**src/rtl/core/sawarq_pkg.sv**
```systemverilog
// Shared types and constants for the stop-and-wait ARQ sender.
package sawarq_pkg;

   localparam int PAYLOAD_BYTES = 20;
   localparam int IDX_W = (PAYLOAD_BYTES > 1) ? $clog2(PAYLOAD_BYTES) : 1;
   localparam logic [IDX_W-1:0] LAST_IDX = IDX_W'(PAYLOAD_BYTES - 1);

   localparam int BYTE_W = 8;
   localparam int ACKN_W = 20;
   localparam int CSUM_W = 13;
   localparam int TICK_W = 16;
   localparam logic [TICK_W-1:0] TIMEOUT_RESET = TICK_W'(20);

   localparam int REQ_TDATA_W = 32;
   localparam int RSP_TDATA_W = 24;

   typedef enum logic [1:0] {
      MODE_BYTE = 2'd0,
      MODE_ACK  = 2'd1,
      MODE_TICK = 2'd2
   } mode_type;

   typedef enum logic [2:0] {
      STAT_STORED  = 3'd0,
      STAT_REFUSED = 3'd1,
      STAT_SENT    = 3'd2,
      STAT_ACK_OK  = 3'd3,
      STAT_ACK_IGN = 3'd4,
      STAT_IDLE    = 3'd5
   } status_type;

   typedef enum logic {
      CTRL_IDLE,
      CTRL_SEND
   } ctrl_state_type;

   typedef struct packed {
      logic             wr_en;
      logic [IDX_W-1:0] wr_idx;
      logic [BYTE_W-1:0] wr_data;
      logic             rd_en;
      logic [IDX_W-1:0] rd_idx;
   } store_req_type;

   typedef struct packed {
      status_type        status;
      logic [BYTE_W-1:0] out_byte;
      logic              out_seq;
      logic              out_ack;
      logic [CSUM_W-1:0] out_checksum;
      logic              out_last;
   } rsp_item_type;

   typedef struct packed {
      logic [1:0] count;
      logic       pop;
   } q_stat_type;

endpackage

```
**src/rtl/core/sawarq_store.sv**
```systemverilog
// Payload memory holding the packet bytes for retransmission.
module sawarq_store
   import sawarq_pkg::*;
(
   input  logic              clock,
   input  store_req_type     store_req,
   output logic [BYTE_W-1:0] rd_data
);

   logic [BYTE_W-1:0] payload_mem_ff [PAYLOAD_BYTES];
   logic [BYTE_W-1:0] rd_data_ff;

   always_ff @(posedge clock) begin
      if (store_req.wr_en) begin
         payload_mem_ff[store_req.wr_idx] <= store_req.wr_data;
      end
   end

   always_ff @(posedge clock) begin
      if (store_req.rd_en) begin
         rd_data_ff <= payload_mem_ff[store_req.rd_idx];
      end
   end

   assign rd_data = rd_data_ff;

endmodule

```
**src/rtl/core/sawarq_outq.sv**
```systemverilog
// Two-entry result queue that decouples the controller from the result channel.
module sawarq_outq
   import sawarq_pkg::*;
(
   input  logic         clock,
   input  logic         reset,
   input  logic         push,
   input  rsp_item_type push_item,
   input  logic         rsp_tready,
   output logic         rsp_valid,
   output rsp_item_type rsp_item,
   output q_stat_type   q_stat
);

   rsp_item_type slot_ff [2];
   logic         wr_ptr_ff, wr_ptr_in;
   logic         rd_ptr_ff, rd_ptr_in;
   logic [1:0]   count_ff, count_in;
   logic         pop;

   assign rsp_valid = (count_ff != 2'd0);
   assign rsp_item  = slot_ff[rd_ptr_ff];
   assign pop       = rsp_valid && rsp_tready;

   always_comb begin
      wr_ptr_in = wr_ptr_ff ^ push;
      rd_ptr_in = rd_ptr_ff ^ pop;
      count_in  = count_ff + {1'b0, push} - {1'b0, pop};
   end

   always_ff @(posedge clock) begin
      if (reset) begin
         wr_ptr_ff <= 1'b0;
         rd_ptr_ff <= 1'b0;
         count_ff  <= 2'd0;
      end else begin
         wr_ptr_ff <= wr_ptr_in;
         rd_ptr_ff <= rd_ptr_in;
         count_ff  <= count_in;
      end
   end

   always_ff @(posedge clock) begin
      if (push) begin
         slot_ff[wr_ptr_ff] <= push_item;
      end
   end

   assign q_stat.count = count_ff;
   assign q_stat.pop   = pop;

endmodule

```
**src/rtl/core/sawarq_ctrl.sv**
```systemverilog
// Protocol controller: sequence bit, ack wait, timer and packet send sequencing.
module sawarq_ctrl
   import sawarq_pkg::*;
(
   input  logic                   clock,
   input  logic                   reset,
   input  logic                   req_tvalid,
   output logic                   req_tready,
   input  logic [1:0]             req_tuser,
   input  logic [REQ_TDATA_W-1:0] req_tdata,
   input  logic                   csr_we,
   input  logic [TICK_W-1:0]      csr_wdata,
   output store_req_type          store_req,
   input  logic [BYTE_W-1:0]      store_rd_data,
   input  q_stat_type             q_stat,
   output logic                   push,
   output rsp_item_type           push_item
);

   ctrl_state_type    state_ff, state_in;
   logic              awaiting_ff, awaiting_in;
   logic              seq_ff, seq_in;
   logic [IDX_W-1:0]  fill_ff, fill_in;
   logic [CSUM_W-1:0] running_ff, running_in;
   logic [CSUM_W-1:0] pkt_csum_ff, pkt_csum_in;
   logic [TICK_W-1:0] tick_ff, tick_in;
   logic [TICK_W-1:0] timeout_ff;
   logic [IDX_W-1:0]  issue_idx_ff, issue_idx_in;
   logic              issue_done_ff, issue_done_in;
   logic              pend_ff, pend_in;
   logic              pend_last_ff, pend_last_in;

   logic              accept;
   logic [BYTE_W-1:0] data_byte;
   logic [ACKN_W-1:0] ack_number;
   logic [CSUM_W-1:0] sum_plus;
   logic [TICK_W-1:0] tick_next;
   logic              credit;

   assign data_byte  = req_tdata[BYTE_W-1:0];
   assign ack_number = req_tdata[BYTE_W+ACKN_W-1:BYTE_W];
   assign sum_plus   = running_ff + CSUM_W'(data_byte);
   assign tick_next  = tick_ff + TICK_W'(1);

   // A read may be issued when its data will find a free queue slot in the cycle after.
   assign credit = (({1'b0, q_stat.count} + {2'b00, pend_ff}) < 3'd2) || q_stat.pop;

   always_comb begin
      state_in      = state_ff;
      awaiting_in   = awaiting_ff;
      seq_in        = seq_ff;
      fill_in       = fill_ff;
      running_in    = running_ff;
      pkt_csum_in   = pkt_csum_ff;
      tick_in       = tick_ff;
      issue_idx_in  = issue_idx_ff;
      issue_done_in = issue_done_ff;
      pend_in       = 1'b0;
      pend_last_in  = pend_last_ff;
      store_req     = '0;
      push          = 1'b0;
      push_item     = '0;
      push_item.status   = STAT_IDLE;
      push_item.out_last = 1'b1;

      req_tready = (state_ff == CTRL_IDLE) && (q_stat.count != 2'd2);
      accept     = req_tvalid && req_tready;

      if (accept) begin
         case (mode_type'(req_tuser))
            MODE_BYTE: begin
               if (awaiting_ff) begin
                  push             = 1'b1;
                  push_item.status = STAT_REFUSED;
               end else begin
                  store_req.wr_en   = 1'b1;
                  store_req.wr_idx  = fill_ff;
                  store_req.wr_data = data_byte;
                  if (fill_ff == LAST_IDX) begin
                     pkt_csum_in   = sum_plus + {{(CSUM_W-2){1'b0}}, seq_ff, 1'b0};
                     fill_in       = '0;
                     running_in    = '0;
                     awaiting_in   = 1'b1;
                     tick_in       = '0;
                     state_in      = CTRL_SEND;
                     issue_idx_in  = '0;
                     issue_done_in = 1'b0;
                  end else begin
                     fill_in          = fill_ff + IDX_W'(1);
                     running_in       = sum_plus;
                     push             = 1'b1;
                     push_item.status = STAT_STORED;
                  end
               end
            end
            MODE_ACK: begin
               push = 1'b1;
               if (awaiting_ff && (ack_number == {{(ACKN_W-1){1'b0}}, seq_ff})) begin
                  awaiting_in      = 1'b0;
                  seq_in           = ~seq_ff;
                  tick_in          = '0;
                  push_item.status = STAT_ACK_OK;
               end else begin
                  push_item.status = STAT_ACK_IGN;
               end
            end
            MODE_TICK: begin
               if (awaiting_ff && (tick_next >= timeout_ff)) begin
                  tick_in       = '0;
                  state_in      = CTRL_SEND;
                  issue_idx_in  = '0;
                  issue_done_in = 1'b0;
               end else begin
                  if (awaiting_ff) begin
                     tick_in = tick_next;
                  end
                  push             = 1'b1;
                  push_item.status = STAT_IDLE;
               end
            end
            default: begin
               push             = 1'b1;
               push_item.status = STAT_IDLE;
            end
         endcase
      end

      if ((state_ff == CTRL_SEND) && !issue_done_ff && credit) begin
         store_req.rd_en  = 1'b1;
         store_req.rd_idx = issue_idx_ff;
         pend_in          = 1'b1;
         pend_last_in     = (issue_idx_ff == LAST_IDX);
         if (issue_idx_ff == LAST_IDX) begin
            issue_done_in = 1'b1;
         end else begin
            issue_idx_in = issue_idx_ff + IDX_W'(1);
         end
      end

      if (pend_ff) begin
         push                   = 1'b1;
         push_item.status       = STAT_SENT;
         push_item.out_byte     = store_rd_data;
         push_item.out_seq      = seq_ff;
         push_item.out_ack      = seq_ff;
         push_item.out_checksum = pkt_csum_ff;
         push_item.out_last     = pend_last_ff;
         if (pend_last_ff) begin
            state_in = CTRL_IDLE;
         end
      end
   end

   always_ff @(posedge clock) begin
      if (reset) begin
         state_ff      <= CTRL_IDLE;
         awaiting_ff   <= 1'b0;
         seq_ff        <= 1'b0;
         fill_ff       <= '0;
         running_ff    <= '0;
         pkt_csum_ff   <= '0;
         tick_ff       <= '0;
         timeout_ff    <= TIMEOUT_RESET;
         issue_idx_ff  <= '0;
         issue_done_ff <= 1'b1;
         pend_ff       <= 1'b0;
         pend_last_ff  <= 1'b0;
      end else begin
         state_ff      <= state_in;
         awaiting_ff   <= awaiting_in;
         seq_ff        <= seq_in;
         fill_ff       <= fill_in;
         running_ff    <= running_in;
         pkt_csum_ff   <= pkt_csum_in;
         tick_ff       <= tick_in;
         issue_idx_ff  <= issue_idx_in;
         issue_done_ff <= issue_done_in;
         pend_ff       <= pend_in;
         pend_last_ff  <= pend_last_in;
         if (csr_we) begin
            timeout_ff <= csr_wdata;
         end
      end
   end

endmodule

```
**src/rtl/core/stop_and_wait_arq_sender.sv**
```systemverilog
// Top level of the stop-and-wait (alternating bit) ARQ sender.
//
// Items enter on the req_ stream: tuser selects a message byte, an
// acknowledgment or a timer tick. Results leave on the rsp_ stream, one or
// more per input item, with tlast marking the final result of each input.
// Message bytes are kept in a payload memory; when the last byte of a
// packet arrives the whole packet is read back and sent, one byte per cycle
// at best, tagged with the sequence bit and the packet checksum. A timeout
// tick while an ack is awaited sends the stored packet again.
// One single-result item can enter every cycle while the result side keeps
// up. An item that starts a packet send holds the input until the last byte
// enters the result queue, with one payload memory read per output byte
// and the read data arriving in the cycle after the address.
// A two-entry result queue lets a new item enter while a result still waits.
// When the receiver stalls, the queue fills, memory reads pause and
// req_tready drops; nothing is lost or repeated.
// Reset clears the sequence bit, ack wait, fill count, sums and tick count
// and sets the timeout to 20 ticks. The payload memory is not cleared.
// Write the timeout register via csr_we, csr_wdata only while idle; not enforced.
module stop_and_wait_arq_sender
   import sawarq_pkg::*;
(
   input  logic                   clock,
   input  logic                   reset,
   input  logic                   req_tvalid,
   output logic                   req_tready,
   input  logic [REQ_TDATA_W-1:0] req_tdata,  // data_byte[7:0], ack_number[27:8], zero pad
   input  logic [1:0]             req_tuser,  // mode[1:0]
   output logic                   rsp_tvalid,
   input  logic                   rsp_tready,
   output logic [RSP_TDATA_W-1:0] rsp_tdata,  // out_byte[7:0], out_seq[8], out_ack[9],
                                              // out_checksum[22:10], zero pad
   output logic [2:0]             rsp_tuser,  // status[2:0]
   output logic                   rsp_tlast,
   input  logic                   csr_we,
   input  logic [TICK_W-1:0]      csr_wdata
);

   store_req_type     store_req;
   logic [BYTE_W-1:0] store_rd_data;
   q_stat_type        q_stat;
   logic              push;
   rsp_item_type      push_item;
   rsp_item_type      rsp_item;

   // Controller owns all scalar protocol state and sequences the packet reads.
   sawarq_ctrl u_ctrl (
      .clock         (clock),
      .reset         (reset),
      .req_tvalid    (req_tvalid),
      .req_tready    (req_tready),
      .req_tuser     (req_tuser),
      .req_tdata     (req_tdata),
      .csr_we        (csr_we),
      .csr_wdata     (csr_wdata),
      .store_req     (store_req),
      .store_rd_data (store_rd_data),
      .q_stat        (q_stat),
      .push          (push),
      .push_item     (push_item)
   );

   // Payload memory: written as bytes arrive, read back during a send.
   sawarq_store u_store (
      .clock     (clock),
      .store_req (store_req),
      .rd_data   (store_rd_data)
   );

   // Result queue in front of the output channel.
   sawarq_outq u_outq (
      .clock      (clock),
      .reset      (reset),
      .push       (push),
      .push_item  (push_item),
      .rsp_tready (rsp_tready),
      .rsp_valid  (rsp_tvalid),
      .rsp_item   (rsp_item),
      .q_stat     (q_stat)
   );

   // Pack the result fields, lowest field in the lowest bits.
   assign rsp_tdata = {1'b0, rsp_item.out_checksum, rsp_item.out_ack,
                       rsp_item.out_seq, rsp_item.out_byte};
   assign rsp_tuser = rsp_item.status;
   assign rsp_tlast = rsp_item.out_last;

endmodule

```
**config.mk**
```make
export PLATFORM = sky130hd
export DESIGN_NAME = stop_and_wait_arq_sender
export DESIGN_NICKNAME = d
export VERILOG_FILES = /design/src/rtl/core/sawarq_pkg.sv /design/src/rtl/core/sawarq_store.sv /design/src/rtl/core/sawarq_outq.sv /design/src/rtl/core/sawarq_ctrl.sv /design/src/rtl/core/stop_and_wait_arq_sender.sv
export SDC_FILE = /design/constraint.sdc
export NUM_CORES = 1
export LEC_CHECK = 0
export ABC_CLOCK_PERIOD_IN_PS = 4800
export BUFFER_PORTS_ARGS = -buffer_cell sky130_fd_sc_hd__buf_2
export CAP_MARGIN = 20
export CORE_MARGIN = 4
export CORE_UTILIZATION = 60
export CTS_CLUSTER_SIZE = 14
export DETAILED_ROUTE_END_ITERATION = 12
export PLACE_DENSITY = 0.84
export SLEW_MARGIN = 20
export SYNTH_ARGS = -nofsm -noshare
export SYNTH_HDL_FRONTEND = slang
export SYNTH_SLANG_ARGS = --single-unit
```
**constraint.sdc**
```tcl
create_clock -name clock -period 4.8 [get_ports clock]
set_input_delay 0 -clock clock [delete_from_list [all_inputs] [get_ports clock]]
set_output_delay 0 -clock clock [all_outputs]
set_load 0.02 [all_outputs]
```
==> impl_metrics.ini, run 1 <==
[flow_run]
cap_viol_max_count = 0

[yosys]
synthTopCellsByArea = edfxtp_1 (49%), dfxtp_1 (11%), nand2_1 (3.2%), ha_1 (3.0%), nor2_1 (2.8%)
async_flop_share = 0
syn_area_sq_mm = 0.01358
yosysUniqueCellTypes = 68
synth_top_area_frac = 0.4864
syn_area_per_cell_sq_um = 11.57
synth.most_common_cell = edfxtp_1
ys.flop_type = edfxtp_1
syn_nets = 1263
syn_inst = 1174
synth_commonest_cells = edfxtp_1 (220), nand2_1 (116), nor2_1 (102)
ys_seq_area_frac = 0.6014
synth_edf_count = 220
yosys_warnings = 0
ys_seq_elements = 298
yosysTopAreaCell = edfxtp_1

[pwr]
p_leak_nw = 5.476
powerDensity_mw_per_mm2 = 368.6
peakVddDrop_v = 0.0002515

[floorplan]
io_pins = 85
die_y_um = 158.5
dieArea_sq_mm = 0.02511
rows = 54
die_width_um = 158.5
core_sq_mm = 0.02203
start_util = 0.6166

[sta]
hold_violations = 0
fmax_ghz = 0.2419
rsz0062_at_grt = false
setup_tns_ns = 0
relSlewSlack = 0.3422
slew_violations = 0
finalCriticalPeriod_ns = 4.133
finalSetupViolCount = 0
post-route-period-util = 0.8611
setup_ws_ns = 0.6666
skew_ns = 0.01557
tightest_slew_ns = 0.9831

[place]
dp.cells = 1474
gp_congestion = 0.8763
place_hpwl_um = 18920
pre_cts_ws_ns = 0.7579
numPortBuffers = 79

[worst_setup_path]
cp-start-kind = register
crit_path_end_kind = register
worst-path-max-fanout = 26
worst-r2r-cell-count = 16
r2r_slack_ns = 0.67
crit_arrival_ns = 4.33
rr_startpoint = u_ctrl.tick_ff[0]
cp.required_ns = 5.00
path_class = reg2reg
rr_endpoint = u_outq.slot_ff[0][18]

[global_route]
grt_pass1_vias = 9060
grt_util_all_layers = 0.2374
grt_max_degree = 75
antenna_found_initial = 0
grt_pass1_wl_um = 47310
overflow = 0

[drt]
vias = 9508
postRouteAntennaNets = 0
totalWireLength_um = 30000
post_drt_wl_per_cell_um = 19.20
drtIter0Drc = 976
drc_errors = 0
via_per_inst = 6.083
firstDrtPassIters = 6

[cts]
cts_tree = built
root_buffer = clkbuf_16
h-tree-depth = 1
cts_made_buffers = 29
clock_path_buffers = 3
clk_latency_ns = 0.54
cts_resized = 0
clock_sinks = 298
path_clk_slew_ns = 0.06

[final_layout]
drive_above_1_share = 0.1426
area_delta_synth_final_pct = 13.50
fin_nets = 1351
antenna_cells = 0
fill_cells = 1500
final_cells = 1563

[status]
status = finished clean

[min_path]
hp-start = csr_we
worstHoldPathCells = 3
min_to = u_ctrl.timeout_ff[12]
hp-class = in2reg
-- routing by layer --
layer | global-route usage | wire length (um) | part of all wire
met2 | 0.3800 | 14040 | 0.47
met3 | 0.03968 | 2467 | 0.082
met5 | 0 | 0 | 0
met4 | 0.07636 | 826 | 0.028
met1 | 0.3352 | 12670 | 0.42
-- critical path: stages (launching register included) --
cell and delay [ns]:
dfxtp_1 0.39, ha_1 0.24, and3_1 0.26, nand4_1 0.21, nor2_1 0.16, nand2_1 0.08
xnor2_1 0.19, ha_1 0.28, a21o_1 0.16, a21oi_1 0.16, nor2_1 0.07, a2111oi_0 0.42
and2_1 0.36, o2111ai_1 0.17, nand2b_1 0.15, ha_1 0.16, buf_4 0.33
-- power breakdown --
part,switching [mW],leakage (nW),internal [mW]
clock,0.889,0.421,1.20
sequential,0.0611,2.68,2.87
combinational,0.398,2.38,0.265
total,1.35,5.48,4.33
-- placed cells by master, fill, tap and decap left out, types with 34 or more instances in the layout --
cell type | Yosys | routed
nor2_1 | 102 | 102
dfxtp_1 | 78 | 76
edfxtp_1 | 220 | 220
nand3_1 | 39 | 39
nand2_1 | 116 | 116
a21oi_1 | 52 | 52
dlygate4sd3_1 | 0 | 37
and2_1 | 40 | 40
mux2_2 | 34 | 34
buf_2 | 6 | 79
-- what timing repair did --
action | 4_1_cts | 5_1_grt
buffers inserted | 0 | 0
endpoints found under the hold margin | 25 | 0
setup endpoints to repair | 0 | 0
hold buffers | 37 | 0
-- metrics by stage --
step                total power [mW]    util  area [sq um]  hold slack, ns
floorplan                      3.422       -         13580          0.1304
global placement               3.594  0.6426         14150          0.2166
detailed placement             3.617  0.6426         14150          0.2202
CTS                            5.710  0.6994         15400       0.0005440
global route                   5.889  0.6998         15410         0.05565
finish                         5.682  0.6998         15410         0.03456
-- logic make-up (layout without fill, tap and decap cells) --
logic type	count (synthesis)	in the layout	synth area share
compound gates	213	213	0.1077
xor+xnor	39	39	0.02570
fa+ha+maj	34	34	0.03188
buf+inv	101	210	0.02902
flops	298	298	0.6014
mux	65	65	0.05104
other cells	1	1	0.0002761
simple gates	423	423	0.1530
-- layout make-up --
type                       count  area, sq um  share of cell area
tap                          280        350.3             0.02273
clock buffer                  45        845.8             0.05487
clock inverter                 7        33.78            0.002192
timing repair buffer         130        870.8             0.05649
multi-input combinational    775         5036              0.3267
sequential                   298         8173              0.5302
inverter                      28        105.1            0.006818
-- how the worst max path moves through the flow --
| stage | startpoint | endpoint |
|---|---|---|
| CTS | u_ctrl.tick_ff[0] | u_outq.slot_ff[0][18] |
| global placement | u_ctrl.tick_ff[0] | u_outq.slot_ff[1][22] |
| detailed placement | u_ctrl.tick_ff[0] | u_outq.slot_ff[0][21] |
| finish | u_ctrl.tick_ff[0] | u_outq.slot_ff[0][18] |
| floorplan | u_ctrl.tick_ff[0] | u_outq.slot_ff[1][0] |
| global route | u_ctrl.tick_ff[0] | u_outq.slot_ff[0][18] |
-- sequential cells by signal (all words and copies together) (netlist names), 2 cells and up --
register and flops:
u_store.payload_mem_ff 160, u_outq.slot_ff 52, u_ctrl.tick_ff 16, u_ctrl.timeout_ff 16
u_ctrl.pkt_csum_ff 13, u_ctrl.running_ff 13, u_store.rd_data 8, u_ctrl.fill_ff 5
u_ctrl.issue_idx_ff 5, u_outq.count_ff 2
(Power assumes the default switching activity.)
==> run 2, diff against run 1 <==
Settings changed: ABC_AREA set to 1.
==> run 2 against run 1 <==
- clock skew shrank 0.0055 ns
- sequential cell count unchanged
- fmax increased by 6.3%
- clock power rose by 6%
- global-route usage up 0.55 points
- synthesized cell count up 26%
==> impl_metrics.ini, run 2 <==
[sta]
tightest_slew_ns = 1.086
setup_tns_ns = 0
whs_ns = 0.008109
skew_ns = 0.01012
post-route-period-util = 0.8101
setup_ws_ns = 0.9116
hold_violations = 0
rsz0062_at_grt = false
slew_violations = 0
finalCriticalPeriod_ns = 3.888
finalSetupViolCount = 0
fmax_ghz = 0.2572
relSlewSlack = 0.2754

[global_route]
grt_util_all_layers = 0.2429
grt_pass1_vias = 10310
overflow = 0
grt_pass1_wl_um = 51030
grt_max_degree = 106
antenna_found_initial = 1

[yosys]
synth_commonest_cells = nand2_1 (420), edfxtp_1 (220), inv_1 (199)
synth_edf_count = 220
yosysTopAreaCell = edfxtp_1
ys_seq_elements = 298
syn_inst = 1479
synth_top_area_frac = 0.4807
syn_area_per_cell_sq_um = 9.292
yosysUniqueCellTypes = 45
syn_area_sq_mm = 0.01374
yosys_warnings = 0
ys_seq_area_frac = 0.5943
synthTopCellsByArea = edfxtp_1 (48%), nand2_1 (11%), dfxtp_1 (11%), inv_1 (5.4%), nand3_1 (3.6%)
ys.flop_type = edfxtp_1
synth.most_common_cell = nand2_1
syn_nets = 1568
async_flop_share = 0

[final_layout]
area_delta_synth_final_pct = 12.88
final_cell_mix = nand2_1 (420), edfxtp_1 (220), inv_1 (199), nor2_1 (102), nand3_1 (98)
utilization = 0.6873
fin_nets = 1660
final_cells = 1880
mostFrequentLayoutCell = nand2_1
final_area_sq_mm = 0.01551
drive_above_1_share = 0.09787
largest_reg_flops = 160
largestRegisters = u_store.payload_mem_ff x160, u_outq.slot_ff x52
largest-register = u_store.payload_mem_ff

[worst_setup_path]
cp.required_ns = 4.97
crit_chain = inv_1 > nor3_2 > nand3_1 > nor3_2 > nand3_1 > xnor2_1 > ha_1 > a21oi_1 > o21ai_0 > a21oi_1 > nand2_1 > nand2_1 > nand2_1 > nand2_1 > o21ai_0 > nand2_1 > ha_2
worstSetupEndpoint = u_outq.slot_ff[1][19]
crit_arrival_ns = 4.06
cp_top_family = simple AND/OR/NAND/NOR gates
path_class = reg2reg
cp_num_buf_inv = 1
cpMostUsedCell = nand2_1
worst-path-max-fanout = 26
rr_startpoint = u_ctrl.tick_ff[0]
r2r_slack_ns = 0.91
cp-startpoint = u_ctrl.tick_ff[0]
slowest_delay_ns = 0.63
worst-r2r-cell-count = 17
rr_endpoint = u_outq.slot_ff[1][19]
cp_slowest_cell = ha_2
crit_path_end_kind = register
cp-start-kind = register
critical_path_cell_count = 17

[cts]
h-tree-depth = 1
cts_tree = built
clock_path_buffers = 3
clock_sinks = 298
clk_latency_ns = 0.54
cts_resized = 0
path_clk_slew_ns = 0.06
cts_setup_buffers = 0
cts_made_buffers = 29
root_buffer = clkbuf_16
ctsHoldBuffers = 27

[floorplan]
die_width_um = 159.3
die_y_um = 159.3
core_sq_mm = 0.02257
dieArea_sq_mm = 0.02539
start_util = 0.6089
rows = 55
io_pins = 85

[place]
pre_cts_ws_ns = 0.6415
dp.cells = 1798
placed_area_sq_mm = 0.01431
gp_congestion = 0.8703
place_hpwl_um = 20060
numPortBuffers = 79

[drt]
drc_errors = 0
firstDrtPassIters = 8
post_drt_wl_per_cell_um = 16.74
vias = 10560
via_per_inst = 5.615
totalWireLength_um = 31470
postRouteAntennaNets = 0
drtIter0Drc = 1126

[flow_run]
cap_viol_max_count = 0

[pwr]
p_leak_nw = 6.646
peakVddDrop_v = 0.0003497
fin_total_pwr_mw = 5.839
powerDensity_mw_per_mm2 = 376.4

[min_path]
hp-class = in2reg

[status]
status = finished clean
## run 2: cell types whose count changed in the layout (fill, tap and decap cells not counted), moves of 31 or more
cell / previous run / this run
mux2_2: 34 / 0
nand2_1: 116 / 420
inv_1: 26 / 199
mux2i_1: 31 / 0
nand3_1: 39 / 98
o21ai_0: 18 / 61
and2_1: 40 / 1
## run 2: power by group
part	internal, mW	switching [mW]	total (mW)
clock network	1.27	0.945	2.21
registers	2.86	0.0533	2.92
logic	0.215	0.495	0.711
## run 2: cell type report
| class | count | area (sq um) |
|---|---|---|
| diodes | 1 | 2.502 |
| clock buffers | 33 | 740.7 |
| multi-input cells | 922 | 4547 |
| inverters | 205 | 769.5 |
| repair buffers | 115 | 745.7 |
| clock inverters | 21 | 183.9 |
| flip-flops and latches | 298 | 8168 |
| well taps | 285 | 356.6 |
| fillers | 1586 | 7058 |
## run 2: layer usage
| layer | vias up | wire, um | global-route usage |
|---|---|---|---|
| met5 | - | 0 | 0 |
| met1 | 4946 | 13050 | 0.3341 |
| met4 | 0 | 689 | 0.06469 |
| met3 | 60 | 2733 | 0.04194 |
| li1 | 5077 | - | - |
| met2 | 474 | 14990 | 0.4050 |
## run 2: cell families (layout without fill, tap and decap cells)
logic type | Yosys count | count (layout) | synth area share
and+or+nand+nor | 664 | 664 | 0.2000
DFF | 298 | 298 | 0.5943
buffers and inverters | 259 | 374 | 0.07593
AOI/OAI and AO/OA | 205 | 205 | 0.08649
adders and majority gates | 34 | 34 | 0.03150
xor gates and xnor gates | 18 | 18 | 0.01147
other | 1 | 2 | 0.0002729
## run 2: worst min path at each step
stage / startpoint / endpoint / slack, ns / cells after the start
after floorplan: csr_we / u_ctrl.timeout_ff[2] / 0.11 / 1
after global placement: csr_wdata[4] / u_ctrl.timeout_ff[4] / 0.21 / 3
after detailed placement: csr_wdata[4] / u_ctrl.timeout_ff[4] / 0.23 / 3
after CTS: req_tdata[9] / u_ctrl.awaiting_ff / 0.001 / 6
after global routing: req_tdata[5] / u_store.payload_mem_ff[6][5] / 0.05 / 4
final: req_tdata[10] / u_ctrl.awaiting_ff / 0.008 / 6
## run 2: tightest hold or removal path, cell delays in order
cell	delay, ns
buf_2	0.08
nor4b_1	0.04
nand4_1	0.12
a21oi_1	0.12
o211ai_1	0.09
a21oi_1	0.06
